==> config.mk <==
export PLATFORM = sky130hd
export DESIGN_NAME = utf8_safe_line_folder_flat
export DESIGN_NICKNAME = d
export VERILOG_FILES = /design/src/ulf_pkg.sv /design/src/ulf_in_if.sv /design/src/ulf_out_if.sv /design/src/ulf_front.sv /design/src/ulf_cmd_queue.sv /design/src/ulf_back.sv /design/src/utf8_safe_line_folder.sv /design/src/flat_wrapper.sv
export SDC_FILE = /design/constraint.sdc
export NUM_CORES = 1
export LEC_CHECK = 0
export ABC_CLOCK_PERIOD_IN_PS = 5550
export BUFFER_PORTS_ARGS = -buffer_cell sky130_fd_sc_hd__buf_2
export CORE_ASPECT_RATIO = 0.9
export CORE_UTILIZATION = 35
export DETAILED_ROUTE_END_ITERATION = 10
export GPL_TIMING_DRIVEN = 0
export PLACE_DENSITY = 0.54
export SLEW_MARGIN = 15
export SYNTH_ARGS = -nofsm -noshare
export SYNTH_HDL_FRONTEND = slang
export SYNTH_HIERARCHICAL = 1
export SYNTH_SLANG_ARGS = --single-unit
==> constraint.sdc <==
create_clock -name clk -period 5.55 [get_ports clk]
set_input_delay 1.11 -clock clk [delete_from_list [all_inputs] [get_ports clk]]
set_output_delay 1.11 -clock clk [all_outputs]
set_load 0.05 [all_outputs]
==> src/ulf_pkg.sv <==
// Shared types and constants of the UTF-8 safe line folder.
// Used by the front, the command queue and the back; no dependencies.
`timescale 1ns / 1ps

package ulf_pkg;

    // Octet classes and fold octets.
    localparam logic [7:0] CONT_MASK = 8'hC0;
    localparam logic [7:0] CONT_TAG  = 8'h80;
    localparam logic [7:0] OCT_CR    = 8'h0D;
    localparam logic [7:0] OCT_LF    = 8'h0A;
    localparam logic [7:0] OCT_SP    = 8'h20;

    localparam int WORD_OCTETS = 8;

    // Command queue between front and back.
    localparam int QUEUE_DEPTH = 4;
    localparam int QPW         = $clog2(QUEUE_DEPTH);
    localparam int QCW         = $clog2(QUEUE_DEPTH + 1);

    // One classified input word: which emission steps the back runs, in order.
    typedef struct packed {
        logic [7:0] data;
        logic       flush_pre;
        logic       fold;
        logic       pop_one;
        logic       emit_b;
        logic       push_b;
        logic       flush_post;
    } cmd_t;

    typedef struct packed {
        logic valid;
        cmd_t cmd;
    } cmd_beat_t;

endpackage

==> src/ulf_in_if.sv <==
// Input channel of the line folder: one octet and a line-end mark per word.
// Depends on nothing.
`timescale 1ns / 1ps

interface ulf_in_if;
    logic       valid;
    logic       ready;
    logic [7:0] in_byte;
    logic       in_last;

    modport source (output valid, output in_byte, output in_last, input ready);
    modport sink   (input valid, input in_byte, input in_last, output ready);
endinterface

==> src/ulf_out_if.sv <==
// Output channel of the line folder: up to eight packed octets per word.
// Depends on nothing.
`timescale 1ns / 1ps

interface ulf_out_if;
    logic        valid;
    logic        ready;
    logic [63:0] out_bytes;
    logic [3:0]  out_count;
    logic        out_run_end;
    logic        out_line_end;

    modport source (output valid, output out_bytes, output out_count,
                    output out_run_end, output out_line_end, input ready);
    modport sink   (input valid, input out_bytes, input out_count,
                    input out_run_end, input out_line_end, output ready);
endinterface

==> src/ulf_front.sv <==
// Front of the line folder: accepts octets, tracks segment state and
// classifies each octet into a command. Depends on ulf_pkg and ulf_in_if.
`timescale 1ns / 1ps

module ulf_front
    import ulf_pkg::*;
#(
    parameter int LINE_BYTES = 73
)
(
    input  logic        clk,
    input  logic        rst_n,
    ulf_in_if.sink      in_ch,
    input  logic        q_full,
    output logic        q_push,
    output cmd_t        q_cmd
);

    localparam int DEPTH = LINE_BYTES - 1;
    localparam int CW    = $clog2(DEPTH + 1);
    localparam int SW    = $clog2(LINE_BYTES + 1);

    logic [SW-1:0] seg_len_reg, seg_len_next;
    logic [CW-1:0] held_cnt_reg, held_cnt_next;
    logic          is_cont;
    logic          seg_full;

    assign in_ch.ready = !q_full;
    assign q_push      = in_ch.valid && !q_full;

    assign is_cont  = (in_ch.in_byte & CONT_MASK) == CONT_TAG;
    assign seg_full = seg_len_reg >= SW'(LINE_BYTES);

    always_comb
    begin
        q_cmd         = '0;
        q_cmd.data    = in_ch.in_byte;
        seg_len_next  = seg_len_reg;
        held_cnt_next = held_cnt_reg;

        if (seg_full)
        begin
            q_cmd.fold = 1'b1;
            if (!is_cont)
            begin
                q_cmd.flush_pre = 1'b1;
                q_cmd.emit_b    = 1'b1;
                seg_len_next    = SW'(1);
                held_cnt_next   = '0;
            end
            else if (held_cnt_reg != '0)
            begin
                // The held run moves to the new segment; its first octet opens it.
                q_cmd.pop_one = 1'b1;
                q_cmd.push_b  = 1'b1;
                seg_len_next  = SW'(held_cnt_reg) + SW'(1);
            end
            else
            begin
                q_cmd.emit_b = 1'b1;
                seg_len_next = SW'(1);
            end
        end
        else if (seg_len_reg == '0)
        begin
            q_cmd.emit_b = 1'b1;
            seg_len_next = SW'(1);
        end
        else
        begin
            q_cmd.flush_pre = !is_cont;
            q_cmd.push_b    = 1'b1;
            seg_len_next    = seg_len_reg + SW'(1);
            held_cnt_next   = (is_cont ? held_cnt_reg : CW'(0)) + CW'(1);
        end

        if (in_ch.in_last)
        begin
            q_cmd.flush_post = 1'b1;
            seg_len_next     = '0;
            held_cnt_next    = '0;
        end
    end

    always_ff @(posedge clk or negedge rst_n)
    begin
        if (!rst_n)
        begin
            seg_len_reg  <= '0;
            held_cnt_reg <= '0;
        end
        else if (q_push)
        begin
            seg_len_reg  <= seg_len_next;
            held_cnt_reg <= held_cnt_next;
        end
    end

endmodule

==> src/ulf_cmd_queue.sv <==
// Short command queue between the front and the back of the line folder.
// Depends on ulf_pkg.
`timescale 1ns / 1ps

module ulf_cmd_queue
    import ulf_pkg::*;
(
    input  logic      clk,
    input  logic      rst_n,
    input  logic      push,
    input  cmd_t      push_cmd,
    output logic      full,
    output cmd_beat_t head,
    input  logic      pop
);

    cmd_t           entries [QUEUE_DEPTH];
    logic [QPW-1:0] wr_ptr_reg;
    logic [QPW-1:0] rd_ptr_reg;
    logic [QCW-1:0] count_reg, count_next;
    logic           do_push;
    logic           do_pop;

    assign full       = count_reg == QCW'(QUEUE_DEPTH);
    assign do_push    = push && !full;
    assign do_pop     = pop && (count_reg != '0);
    assign head.valid = count_reg != '0;
    assign head.cmd   = entries[rd_ptr_reg];

    always_comb
    begin
        count_next = count_reg;
        if (do_push && !do_pop)
            count_next = count_reg + QCW'(1);
        else if (!do_push && do_pop)
            count_next = count_reg - QCW'(1);
    end

    always_ff @(posedge clk)
    begin
        if (do_push)
            entries[wr_ptr_reg] <= push_cmd;
    end

    always_ff @(posedge clk or negedge rst_n)
    begin
        if (!rst_n)
        begin
            wr_ptr_reg <= '0;
            rd_ptr_reg <= '0;
            count_reg  <= '0;
        end
        else
        begin
            if (do_push)
                wr_ptr_reg <= wr_ptr_reg + QPW'(1);
            if (do_pop)
                rd_ptr_reg <= rd_ptr_reg + QPW'(1);
            count_reg <= count_next;
        end
    end

endmodule

==> src/ulf_back.sv <==
// Back of the line folder: runs each command, keeps the held-octet memory
// and packs emitted octets into output words. Depends on ulf_pkg, ulf_out_if.
`timescale 1ns / 1ps

module ulf_back
    import ulf_pkg::*;
#(
    parameter int LINE_BYTES = 73
)
(
    input  logic      clk,
    input  logic      rst_n,
    input  cmd_beat_t head,
    output logic      pop,
    ulf_out_if.source out_ch
);

    localparam int DEPTH = LINE_BYTES - 1;
    localparam int PW    = (DEPTH > 1) ? $clog2(DEPTH) : 1;
    localparam int CW    = $clog2(DEPTH + 1);

    localparam logic [3:0] S_IDLE    = 4'd0;
    localparam logic [3:0] S_PRE_RD  = 4'd1;
    localparam logic [3:0] S_PRE_EM  = 4'd2;
    localparam logic [3:0] S_CR      = 4'd3;
    localparam logic [3:0] S_LF      = 4'd4;
    localparam logic [3:0] S_SP      = 4'd5;
    localparam logic [3:0] S_POP_RD  = 4'd6;
    localparam logic [3:0] S_POP_EM  = 4'd7;
    localparam logic [3:0] S_EMB     = 4'd8;
    localparam logic [3:0] S_PUSH    = 4'd9;
    localparam logic [3:0] S_POST_RD = 4'd10;
    localparam logic [3:0] S_POST_EM = 4'd11;
    localparam logic [3:0] S_DONE    = 4'd12;

    logic [7:0]    held_mem [DEPTH];
    logic [7:0]    rdata_reg;

    logic [3:0]    state_reg, state_next;
    cmd_t          cur_reg, cur_next;
    logic [CW-1:0] held_cnt_reg, held_cnt_next;
    logic [PW-1:0] rd_ptr_reg, rd_ptr_next;
    logic [PW-1:0] wr_ptr_reg, wr_ptr_next;
    logic [63:0]   acc_reg, acc_next;
    logic [3:0]    acc_cnt_reg, acc_cnt_next;

    logic          out_valid_reg, out_valid_next;
    logic [63:0]   out_bytes_reg;
    logic [3:0]    out_count_reg;
    logic          out_run_end_reg;
    logic          out_line_end_reg;

    logic          byte_vld;
    logic [7:0]    byte_val;
    logic          need_out;
    logic          slot_free;
    logic          adv;
    logic          rd_state;

    // First step of the command at or after the given stage that has work to do.
    function automatic logic [3:0] seek(input logic [2:0] level, input cmd_t c,
                                        input logic [CW-1:0] cnt);
        logic [3:0] s;
        s = S_DONE;
        if (level <= 3'd5 && c.flush_post && cnt != '0)
            s = S_POST_RD;
        if (level <= 3'd4 && c.push_b)
            s = S_PUSH;
        if (level <= 3'd3 && c.emit_b)
            s = S_EMB;
        if (level <= 3'd2 && c.pop_one)
            s = S_POP_RD;
        if (level <= 3'd1 && c.fold)
            s = S_CR;
        if (level == 3'd0 && c.flush_pre && cnt != '0)
            s = S_PRE_RD;
        return s;
    endfunction

    function automatic logic [PW-1:0] ptr_inc(input logic [PW-1:0] p);
        return (p == PW'(DEPTH - 1)) ? '0 : p + PW'(1);
    endfunction

    assign rd_state  = (state_reg == S_PRE_RD) || (state_reg == S_POP_RD)
                    || (state_reg == S_POST_RD);
    assign slot_free = !out_valid_reg || out_ch.ready;

    always_comb
    begin
        byte_vld = 1'b0;
        byte_val = rdata_reg;
        unique case (state_reg)
            S_PRE_EM, S_POP_EM, S_POST_EM:
                byte_vld = 1'b1;
            S_CR:
            begin
                byte_vld = 1'b1;
                byte_val = OCT_CR;
            end
            S_LF:
            begin
                byte_vld = 1'b1;
                byte_val = OCT_LF;
            end
            S_SP:
            begin
                byte_vld = 1'b1;
                byte_val = OCT_SP;
            end
            S_EMB:
            begin
                byte_vld = 1'b1;
                byte_val = cur_reg.data;
            end
            default:
                byte_vld = 1'b0;
        endcase
    end

    // A full accumulator goes out before the next octet enters it.
    assign need_out = (byte_vld && acc_cnt_reg == 4'(WORD_OCTETS))
                   || (state_reg == S_DONE && acc_cnt_reg != '0);
    assign adv      = !need_out || slot_free;

    always_comb
    begin
        acc_next     = acc_reg;
        acc_cnt_next = acc_cnt_reg;
        if (adv && byte_vld)
        begin
            if (acc_cnt_reg == 4'(WORD_OCTETS) || acc_cnt_reg == '0)
            begin
                acc_next     = {56'b0, byte_val};
                acc_cnt_next = 4'd1;
            end
            else
            begin
                acc_next[8*acc_cnt_reg[2:0] +: 8] = byte_val;
                acc_cnt_next = acc_cnt_reg + 4'd1;
            end
        end
        else if (adv && state_reg == S_DONE)
            acc_cnt_next = '0;
    end

    always_comb
    begin
        if (need_out && slot_free)
            out_valid_next = 1'b1;
        else if (out_ch.ready)
            out_valid_next = 1'b0;
        else
            out_valid_next = out_valid_reg;
    end

    always_comb
    begin
        state_next    = state_reg;
        cur_next      = cur_reg;
        held_cnt_next = held_cnt_reg;
        rd_ptr_next   = rd_ptr_reg;
        wr_ptr_next   = wr_ptr_reg;
        pop           = 1'b0;

        if (adv)
        begin
            if (state_reg == S_PRE_EM || state_reg == S_POP_EM || state_reg == S_POST_EM)
            begin
                rd_ptr_next   = ptr_inc(rd_ptr_reg);
                held_cnt_next = held_cnt_reg - CW'(1);
            end
            if (state_reg == S_PUSH)
            begin
                wr_ptr_next   = ptr_inc(wr_ptr_reg);
                held_cnt_next = held_cnt_reg + CW'(1);
            end

            unique case (state_reg)
                S_IDLE:
                begin
                    if (head.valid)
                    begin
                        pop        = 1'b1;
                        cur_next   = head.cmd;
                        state_next = seek(3'd0, head.cmd, held_cnt_reg);
                    end
                end
                S_PRE_RD:  state_next = S_PRE_EM;
                S_PRE_EM:  state_next = (held_cnt_next != '0) ? S_PRE_RD
                                      : seek(3'd1, cur_reg, held_cnt_next);
                S_CR:      state_next = S_LF;
                S_LF:      state_next = S_SP;
                S_SP:      state_next = seek(3'd2, cur_reg, held_cnt_next);
                S_POP_RD:  state_next = S_POP_EM;
                S_POP_EM:  state_next = seek(3'd3, cur_reg, held_cnt_next);
                S_EMB:     state_next = seek(3'd4, cur_reg, held_cnt_next);
                S_PUSH:    state_next = seek(3'd5, cur_reg, held_cnt_next);
                S_POST_RD: state_next = S_POST_EM;
                S_POST_EM: state_next = (held_cnt_next != '0) ? S_POST_RD : S_DONE;
                S_DONE:    state_next = S_IDLE;
                default:   state_next = S_IDLE;
            endcase
        end
    end

    always_ff @(posedge clk)
    begin
        if (state_reg == S_PUSH)
            held_mem[wr_ptr_reg] <= cur_reg.data;
        if (rd_state)
            rdata_reg <= held_mem[rd_ptr_reg];
    end

    always_ff @(posedge clk)
    begin
        cur_reg <= cur_next;
        acc_reg <= acc_next;
        if (need_out && slot_free)
        begin
            out_bytes_reg    <= acc_reg;
            out_count_reg    <= acc_cnt_reg;
            out_run_end_reg  <= state_reg == S_DONE;
            out_line_end_reg <= (state_reg == S_DONE) && cur_reg.flush_post;
        end
    end

    always_ff @(posedge clk or negedge rst_n)
    begin
        if (!rst_n)
        begin
            state_reg     <= S_IDLE;
            held_cnt_reg  <= '0;
            rd_ptr_reg    <= '0;
            wr_ptr_reg    <= '0;
            acc_cnt_reg   <= '0;
            out_valid_reg <= 1'b0;
        end
        else
        begin
            state_reg     <= state_next;
            held_cnt_reg  <= held_cnt_next;
            rd_ptr_reg    <= rd_ptr_next;
            wr_ptr_reg    <= wr_ptr_next;
            acc_cnt_reg   <= acc_cnt_next;
            out_valid_reg <= out_valid_next;
        end
    end

    assign out_ch.valid        = out_valid_reg;
    assign out_ch.out_bytes    = out_bytes_reg;
    assign out_ch.out_count    = out_count_reg;
    assign out_ch.out_run_end  = out_run_end_reg;
    assign out_ch.out_line_end = out_line_end_reg;

    a_count_range: assert property (@(posedge clk) disable iff (!rst_n)
        out_valid_reg |-> (out_count_reg != '0 && out_count_reg <= 4'(WORD_OCTETS)))
        else $error("output word with an octet count out of range");

    a_line_end_closes_run: assert property (@(posedge clk) disable iff (!rst_n)
        (out_valid_reg && out_line_end_reg) |-> out_run_end_reg)
        else $error("line end on a word that does not close its run");

    a_held_bound: assert property (@(posedge clk) disable iff (!rst_n)
        held_cnt_reg <= CW'(DEPTH))
        else $error("held octet count beyond the memory depth");

    a_idle_acc_empty: assert property (@(posedge clk) disable iff (!rst_n)
        (state_reg == S_IDLE) |-> (acc_cnt_reg == '0))
        else $error("octets left in the packer between commands");

endmodule

==> src/utf8_safe_line_folder.sv <==
// An octet is queued at the accepting edge; the back pops it from the queue when idle,
// runs its steps one at a time and registers each packed word; a held run may be flushed
// first. A fold emits CR, LF and SP; each octet from the held-octet memory is read and then
// emitted. The back finishes one command before it takes the next; a busy output holds it.
// Reset (rst_n, asynchronous) clears all control state; the held-octet memory has no
// reset, needs no clearing pass and is only read where written.
`timescale 1ns / 1ps

module utf8_safe_line_folder
    import ulf_pkg::*;
#(
    parameter int LINE_BYTES = 73
)
(
    input  logic      clk,
    input  logic      rst_n,
    ulf_in_if.sink    in_ch,
    ulf_out_if.source out_ch
);

    logic      q_full;
    logic      q_push;
    cmd_t      q_cmd;
    cmd_beat_t q_head;
    logic      q_pop;

    ulf_front #(
        .LINE_BYTES (LINE_BYTES)
    ) u_front (
        .clk    (clk),
        .rst_n  (rst_n),
        .in_ch  (in_ch),
        .q_full (q_full),
        .q_push (q_push),
        .q_cmd  (q_cmd)
    );

    ulf_cmd_queue u_queue (
        .clk      (clk),
        .rst_n    (rst_n),
        .push     (q_push),
        .push_cmd (q_cmd),
        .full     (q_full),
        .head     (q_head),
        .pop      (q_pop)
    );

    ulf_back #(
        .LINE_BYTES (LINE_BYTES)
    ) u_back (
        .clk    (clk),
        .rst_n  (rst_n),
        .head   (q_head),
        .pop    (q_pop),
        .out_ch (out_ch)
    );

endmodule
==> src/flat_wrapper.sv <==
// flat-port wrapper written by rule: the top's interface ports become plain ports
module utf8_safe_line_folder_flat import ulf_pkg::*;
#(
    parameter int LINE_BYTES = 73
)
  (clk, rst_n, in_ch_valid, in_ch_in_byte, in_ch_in_last, in_ch_ready, out_ch_valid, out_ch_out_bytes, out_ch_out_count, out_ch_out_run_end, out_ch_out_line_end, out_ch_ready);
  ulf_in_if in_ch_i ();
  ulf_out_if out_ch_i ();
  input  logic clk;
  input  logic rst_n;
  input wire logic [$bits(in_ch_i.valid)-1:0] in_ch_valid;
  input wire logic [$bits(in_ch_i.in_byte)-1:0] in_ch_in_byte;
  input wire logic [$bits(in_ch_i.in_last)-1:0] in_ch_in_last;
  output wire logic [$bits(in_ch_i.ready)-1:0] in_ch_ready;
  output wire logic [$bits(out_ch_i.valid)-1:0] out_ch_valid;
  output wire logic [$bits(out_ch_i.out_bytes)-1:0] out_ch_out_bytes;
  output wire logic [$bits(out_ch_i.out_count)-1:0] out_ch_out_count;
  output wire logic [$bits(out_ch_i.out_run_end)-1:0] out_ch_out_run_end;
  output wire logic [$bits(out_ch_i.out_line_end)-1:0] out_ch_out_line_end;
  input wire logic [$bits(out_ch_i.ready)-1:0] out_ch_ready;
  assign in_ch_i.valid = in_ch_valid;
  assign in_ch_i.in_byte = in_ch_in_byte;
  assign in_ch_i.in_last = in_ch_in_last;
  assign in_ch_ready = in_ch_i.ready;
  assign out_ch_valid = out_ch_i.valid;
  assign out_ch_out_bytes = out_ch_i.out_bytes;
  assign out_ch_out_count = out_ch_i.out_count;
  assign out_ch_out_run_end = out_ch_i.out_run_end;
  assign out_ch_out_line_end = out_ch_i.out_line_end;
  assign out_ch_i.ready = out_ch_ready;
  utf8_safe_line_folder #(.LINE_BYTES(LINE_BYTES)) u_core (.clk(clk), .rst_n(rst_n), .in_ch(in_ch_i), .out_ch(out_ch_i));
endmodule
==> impl_metrics.tcl, run 1 <==
set metrics [dict create \
    path_max_fanout 10 \
    ys_ff_latch 838 \
    stdcell_area_um2 39700 \
    antenna_found_initial 3 \
    yosysUniqueCellTypes 81 \
    fin_crit_ps 3820 \
    fin_skew_ps 31.9 \
    power_density_nw_per_um2 578 \
    die-area_um2 98900 \
    routedWlPerCell_um 23.3 \
    synth_top_flop_cell "edfxtp_1" \
    gp_congestion 0.856 \
    synthTopCellsByCount "787 x edfxtp_1, 197 x mux4_2, 190 x nor2_1, 79 x nand2_1, 76 x a21oi_1" \
    criticalPathCategory "register to register" \
    regToRegSetupSlack_ps 1730 \
    status "finished clean" \
    crit_path_end_kind "register" \
    area_growth_pct 16.3 \
    arrival_ps 4180 \
    cts_buffers 89 \
    drv_slew 0 \
    grt_pass1_vias 18500 \
    grt_max_degree 52 \
    timing.fmax_ghz 0.262 \
    io_pins 85 \
    holdCritPathClass "register to register" \
    synth_most_common_cell "edfxtp_1" \
    ir_worst_vdd_v 0.000296 \
    ys_warn_count 6 \
    clk_path_buf_depth 3 \
    cts_setup_buffers 0 \
    rsz0062_at_grt "false" \
    max-slew-margin-rel 0.197 \
    dp_hpwl_um 54700 \
    r2r-start "u_core/u_back/rd_ptr_reg[1]" \
    clockRootBuffer "clkbuf_16" \
    routed_wl_um 79900 \
    multiInputGateArea_um2 8680 \
    synth_top_area_cell "edfxtp_1" \
    synth_edf_count 787 \
    min_to "u_core/u_back/out_ch.out_bytes[5]" \
    num_rows 108 \
    via_per_inst 5.36 \
    path_clk_slew_ps 60 \
    dpl_cell_area_um2 36800 \
    clock_sinks 838 \
    synth_area_leaders "edfxtp_1 69%, mux4_2 13%, dfrtp_1 3.7%, nor2_1 2.1%, a21oi_1 1.1%" \
    drtAntennaViolNets 0 \
    layout.nets 2128 \
    synthCells 1892 \
    synth_area_um2 34200 \
    finalSetupViolCount 0 \
    htree_levels 3 \
    worstMarginPinSlew_ps 1210 \
    worstSkewPairLatency_ps 650 \
    fin_util 0.411 \
    power_leakage_nw 12.9 \
    setup_tns_ps 0 \
    post-route-period-util 0.689 \
    numPortBuffers 78 \
    synth_nets 1925 \
    die_width_um 331 \
    postSynthAreaPerCell_um2 18.1 \
    rr_endpoint "u_core/u_back/rdata_reg[1]" \
    cts_tree "built" \
    reg2reg_depth 7 \
    seq_area_frac_synth 0.729 \
    die_y_um 298 \
    cp.required_ps 5910 \
    num_vias 18400 \
    cts_resized 0 \
    first_pass_iters 7 \
    hold_viol_final 0 \
    synth_top_area_frac 0.692 \
    grt_pass1_wl_um 121000 \
    overflow 0 \
    num_antenna_cells 0 \
    drive_above_1_share 0.235 \
    track_usage 0.162 \
    dp_cells 3268 \
    coreArea_um2 96600 \
    maxCapViolCount 0 \
    initialDrtViolationCount 1770 \
    largest_reg_flops 576 \
    start_util 0.354 \
    async_flop_share 0.0609 \
    hp-start "u_core/u_back/acc_reg[5]" \
    layout.cells.non_filler 3432 \
    drc 0 \
    final.fill_count 8526 \
    area.sequential_um2 24900 \
    cts_hold_buf 0 \
    critPathLaunchType "register" \
    hold_depth 0 \
]
==> per-stage QoR <==
stage	total power, mW	setup slack (ps)	hold WS (ps)
6_report	23.0	1730	424
5_1_grt	24.0	1640	432
4_1_cts	23.2	1710	429
3_5_place_dp	17.1	1740	417
3_3_place_gp	16.7	-827	406
2_1_floorplan	14.2	684	400
==> area by class of cell <==
type / instances / area share
flip-flops and latches: 838 / 0.627
multi-input cells: 917 / 0.218
clock buffers: 116 / 0.0599
well taps: 1265 / 0.0398
repair buffers: 112 / 0.0247
clock inverters: 47 / 0.0140
plain buffers: 112 / 0.0135
inverters: 25 / 0.00243
==> worst max-delay path: stages (launching register included) <==
cell	delay, ps
dfrtp_1	370
clkbuf_1	550
clkbuf_1	770
mux4_2	470
mux4_2	560
mux4_2	500
nor2_1	200
a21oi_1	80
==> cell usage in the layout, fill, tap and decap left out, drive strengths merged, types with 5 or more instances in the layout <==
cell type | Yosys | layout
nor4 | 12 | 12
mux4 | 198 | 198
nor2 | 191 | 191
and3 | 10 | 10
a211o | 5 | 5
nand3 | 50 | 50
a31oi | 12 | 12
a32oi | 6 | 6
o22ai | 6 | 6
o211ai | 7 | 7
a21oi | 76 | 76
nand4 | 9 | 9
nand2 | 79 | 79
nand3b | 7 | 7
ha | 19 | 19
edfxtp | 787 | 787
and2 | 7 | 7
or3b | 5 | 5
nor2b | 12 | 12
bufinv | 0 | 11
or2 | 11 | 11
mux2i | 13 | 13
or3 | 5 | 5
xor2 | 7 | 7
o31ai | 5 | 5
nand2b | 12 | 12
buf | 48 | 160
inv | 24 | 28
nor3 | 30 | 30
dfrtp | 51 | 51
clkinv | 1 | 31
a211oi | 17 | 17
o21ai | 20 | 20
a221oi | 6 | 6
clkbuf | 64 | 180
xnor2 | 19 | 19
nor3b | 6 | 6
==> metal layers <==
metal  up-vias  GRT usage  wire length [µm]
met5         -          0                12
met4         2     0.0437              1640
met3       115     0.0254              4230
met2       533      0.254             37600
met1      9730      0.235             36400
li1       8021          -                 -
==> report_power, final <==
part           switching [mW]  internal [mW]
logic                    4.96           2.93
clock network            2.42           3.55
registers               0.522           8.57
==> cell families after synthesis <==
group,synth area share
AOI/OAI and AO/OA,0.0385
muxes,0.136
adders and majority gates,0.00754
DFF,0.729
xor gates and xnor gates,0.00667
buffers and inverters,0.0185
and+or+nand+nor,0.0639
==> worst max-delay path by stage <==
stage / from / end / slack, ps / cells after the start
CTS: u_core/u_back/rd_ptr_reg[1] / u_core/u_back/rdata_reg[1] / 1710 / 7
global route: u_core/u_back/rd_ptr_reg[1] / u_core/u_back/rdata_reg[1] / 1640 / 7
detailed placement: u_core/u_back/rd_ptr_reg[1] / u_core/u_back/rdata_reg[4] / 1740 / 7
floorplan: u_core/u_back/state_reg[3] / u_core/u_back/out_ch.out_bytes[0] / 680 / 6
finish: u_core/u_back/rd_ptr_reg[1] / u_core/u_back/rdata_reg[1] / 1730 / 7
global placement: u_core/u_back/state_reg[3] / u_core/u_back/out_ch.out_bytes[53] / -830 / 6
No activity file was read; power rests on OpenSTA's default activity.
==> run 2: changes to the inputs <==
--- a/config.mk
+++ b/config.mk
@@ -5,13 +5,14 @@
 export SDC_FILE = /design/constraint.sdc
 export NUM_CORES = 1
 export LEC_CHECK = 0
-export ABC_CLOCK_PERIOD_IN_PS = 5550
+export ABC_AREA = 1
+export ABC_CLOCK_PERIOD_IN_PS = 3600
 export BUFFER_PORTS_ARGS = -buffer_cell sky130_fd_sc_hd__buf_2
 export CORE_ASPECT_RATIO = 0.9
 export CORE_UTILIZATION = 35
 export DETAILED_ROUTE_END_ITERATION = 10
 export GPL_TIMING_DRIVEN = 0
-export PLACE_DENSITY = 0.54
+export PLACE_DENSITY = 0.53
 export SLEW_MARGIN = 15
 export SYNTH_ARGS = -nofsm -noshare
 export SYNTH_HDL_FRONTEND = slang
==> constraint.sdc (replaced) <==
create_clock -name clk -period 3.6 [get_ports clk]
set_input_delay 0.72 -clock clk [delete_from_list [all_inputs] [get_ports clk]]
set_output_delay 0.72 -clock clk [all_outputs]
set_load 0.05 [all_outputs]
==> impl_metrics.tcl, run 2 <==
set metrics [dict create \
    dp_cells 4295 \
    p_int_mw 22.1 \
    p_clk_frac 0.247 \
    drc 0 \
    muxShareOfSynthArea 0 \
    final.fill_count 9300 \
    drv_slew 0 \
    dpl_cell_area_um2 37600 \
    whs_ps 258 \
    via_per_inst 5.33 \
    worst_slack_ps -60.3 \
    fin_crit_ps 3660 \
    p_switching_mw 15.2 \
    die_y_um 301 \
    layout.nets 3090 \
    grt_max_degree 60 \
    worstSkewPairLatency_ps 660 \
    max-slew-margin-rel 0.162 \
    combinationalPowerShare 0.379 \
    clk_path_buf_depth 3 \
    status "complete, but fails checks" \
    finalSetupViolCount 15 \
    final_common_cell "edfxtp_1" \
    area_growth_pct 16.7 \
    seq_area_frac_synth 0.716 \
    yosys.area_share.simple 0.117 \
    swShare 0.407 \
    violations "negative setup slack" \
    regToRegSetupSlack_ps -60 \
    layout_common_cells "787 x edfxtp_1, 414 x nor2_1, 378 x o21ai_0" \
    dp_hpwl_um 72800 \
    synth_compound_area_frac 0.115 \
    initialDrtViolationCount 3049 \
    async_flop_share 0.0609 \
    rsz0062_at_grt "true" \
    largest_reg_flops 576 \
    routed_wl_um 107000 \
    clockRootBuffer "clkbuf_16" \
    hold_viol_final 0 \
    synthCells 2845 \
    setup_tns_ps -448 \
    die_width_um 334 \
    cts_tree "built" \
    post-route-period-util 1.02 \
    synth_area_leaders "edfxtp_1 68%, o21ai_0 5.5%, nor2_1 4.9%, dfrtp_1 3.7%, nand2_1 3.4%" \
    grt_pass1_vias 22400 \
    gp_congestion 0.941 \
    synth_most_common_cell "edfxtp_1" \
    power_leakage_nw 14.0 \
    first_pass_iters 6 \
    criticalPathCategory "register to register" \
    layout.cells.non_filler 4457 \
    cts_buffers 91 \
    synth_area_um2 34800 \
    yosysUniqueCellTypes 55 \
    power_density_nw_per_um2 920 \
    coreArea_um2 98300 \
    drive_above_1_share 0.134 \
    drtAntennaViolNets 0 \
    htree_levels 3 \
    critPathLaunch "u_core/u_back/rd_ptr_reg[0]" \
    stdcell_area_um2 40600 \
    critPathLaunchType "register" \
    overflow 0 \
    num_vias 23800 \
    ir_worst_vdd_v 0.000602 \
    synth_top_family_by_area "simple AND/OR/NAND/NOR gates" \
    numPortBuffers 78 \
    arrival_ps 4180 \
    grt_pass1_wl_um 154000 \
    routedWlPerCell_um 24.1 \
    cp.required_ps 4110 \
    synth-xor-area-share 0.00478 \
    track_usage 0.211 \
    synthTopCellsByCount "787 x edfxtp_1, 455 x nor2_1, 379 x o21ai_0, 313 x nand2_1, 139 x inv_1" \
    r2r-start "u_core/u_back/rd_ptr_reg[0]" \
    worstMarginPinSlew_ps 1250 \
    cts_setup_buffers 0 \
    fin_util 0.413 \
    holdCritPathClass "primary input to register" \
    antenna_found_initial 3 \
    synth-adder-area-share 0.00741 \
    synth_nets 2878 \
    fin_skew_ps 30.2 \
    timing.fmax_ghz 0.273 \
    synth_top_flop_cell "edfxtp_1" \
    io_pins 85 \
    postSynthAreaPerCell_um2 12.2 \
    synth_edf_count 787 \
    clock_sinks 838 \
    path_max_fanout 10 \
    hp-start "in_ch_in_byte[3]" \
    power_frac_seq 0.374 \
    ys_ff_latch 838 \
    synth_top_area_frac 0.679 \
    num_rows 109 \
    path_clk_slew_ps 60 \
    dp_slack_ps -183 \
    synth_top_area_cell "edfxtp_1" \
    die-area_um2 101000 \
    start_util 0.354 \
    ys_warn_count 6 \
    p_total_mw 37.4 \
    maxCapViolCount 0 \
    crit_path_end_kind "register" \
]
## run 2: cell types whose count changed after synthesis, sizes merged, moves of 42 or more
| cell | before | now |
|---|---|---|
| nor2 | 191 | 468 |
| inv | 24 | 155 |
| o21ai | 20 | 393 |
| nand3 | 50 | 117 |
| o22ai | 6 | 88 |
| clkbuf | 64 | 106 |
| mux4 | 198 | 0 |
| o221ai | 2 | 56 |
| nand2 | 79 | 330 |
## run 2: final timing paths
path / to / cells past startpoint
setup / recovery: u_core/u_back/rdata_reg[4] / 11
hold / removal: u_core/u_queue/entries[2][9] / 1
setup reg to reg: u_core/u_back/rdata_reg[4] / 11
hold reg to reg: u_core/u_back/out_ch.out_bytes[7] / 0
max in group asynchronous: u_core/u_back/wr_ptr_reg[2] / 3
min in group asynchronous: u_core/u_front/held_cnt_reg[6] / 2
## run 2: worst max-delay path: stages, from the launching register on
cell and delay (ps):
dfrtp_1 360, buf_2 320, buf_2 280, clkdlybuf4s15_1 850
nor2_1 130, o221ai_1 450, nand3_1 370, nand4_1 230
nand3_1 160, nand3_1 170, nand2_1 110, nand2_1 90
## run 2: kinds of logic (layout without fill, tap and decap cells)
family / count (synthesis) / count (layout)
simple gates: 964 / 964
flops: 838 / 838
compound gates: 680 / 680
buf+inv: 324 / 603
fa+ha+maj: 20 / 20
xor+xnor: 19 / 19
other cells: 0 / 1
## run 2: repair_timing
action | CTS | global route
hold endpoints to repair | 7 | 0
resized for setup | 10 | 31
hold buffers | 1 | 0
pin swaps | 0 | 0
endpoints found under the setup margin | 67 | 174
## run 2: layer usage
metal / GRT usage / part of all wire
met5: 0 / 0.00034
met3: 0.0523 / 0.099
met1: 0.298 / 0.43
met4: 0.0704 / 0.031
met2: 0.317 / 0.44
## run 2: power groups by stage
stage                     combinational [mW]  sequential, mW  clock (mW)
after floorplan                         6.90            15.2           0
after global placement                  12.4            15.1           0
after detailed placement                13.9            14.2           0
after CTS                               13.9            14.0        9.39
after global routing                    15.2            14.1        9.72
final                                   14.2            14.0        9.22
## run 2: final cells by class
| class | instances | area (µm²) | area share |
|---|---|---|---|
| tap | 1332 | 1670 | 0.0411 |
| buffer | 163 | 768 | 0.0189 |
| multi-input combinational | 1683 | 8650 | 0.213 |
| timing repair buffer | 119 | 1070 | 0.0264 |
| clock buffer | 116 | 2480 | 0.0612 |
| antenna | 1 | 2.50 | 0.0000617 |
| inverter | 161 | 612 | 0.0151 |
| clock inverter | 44 | 427 | 0.0105 |
| sequential | 838 | 24900 | 0.614 |
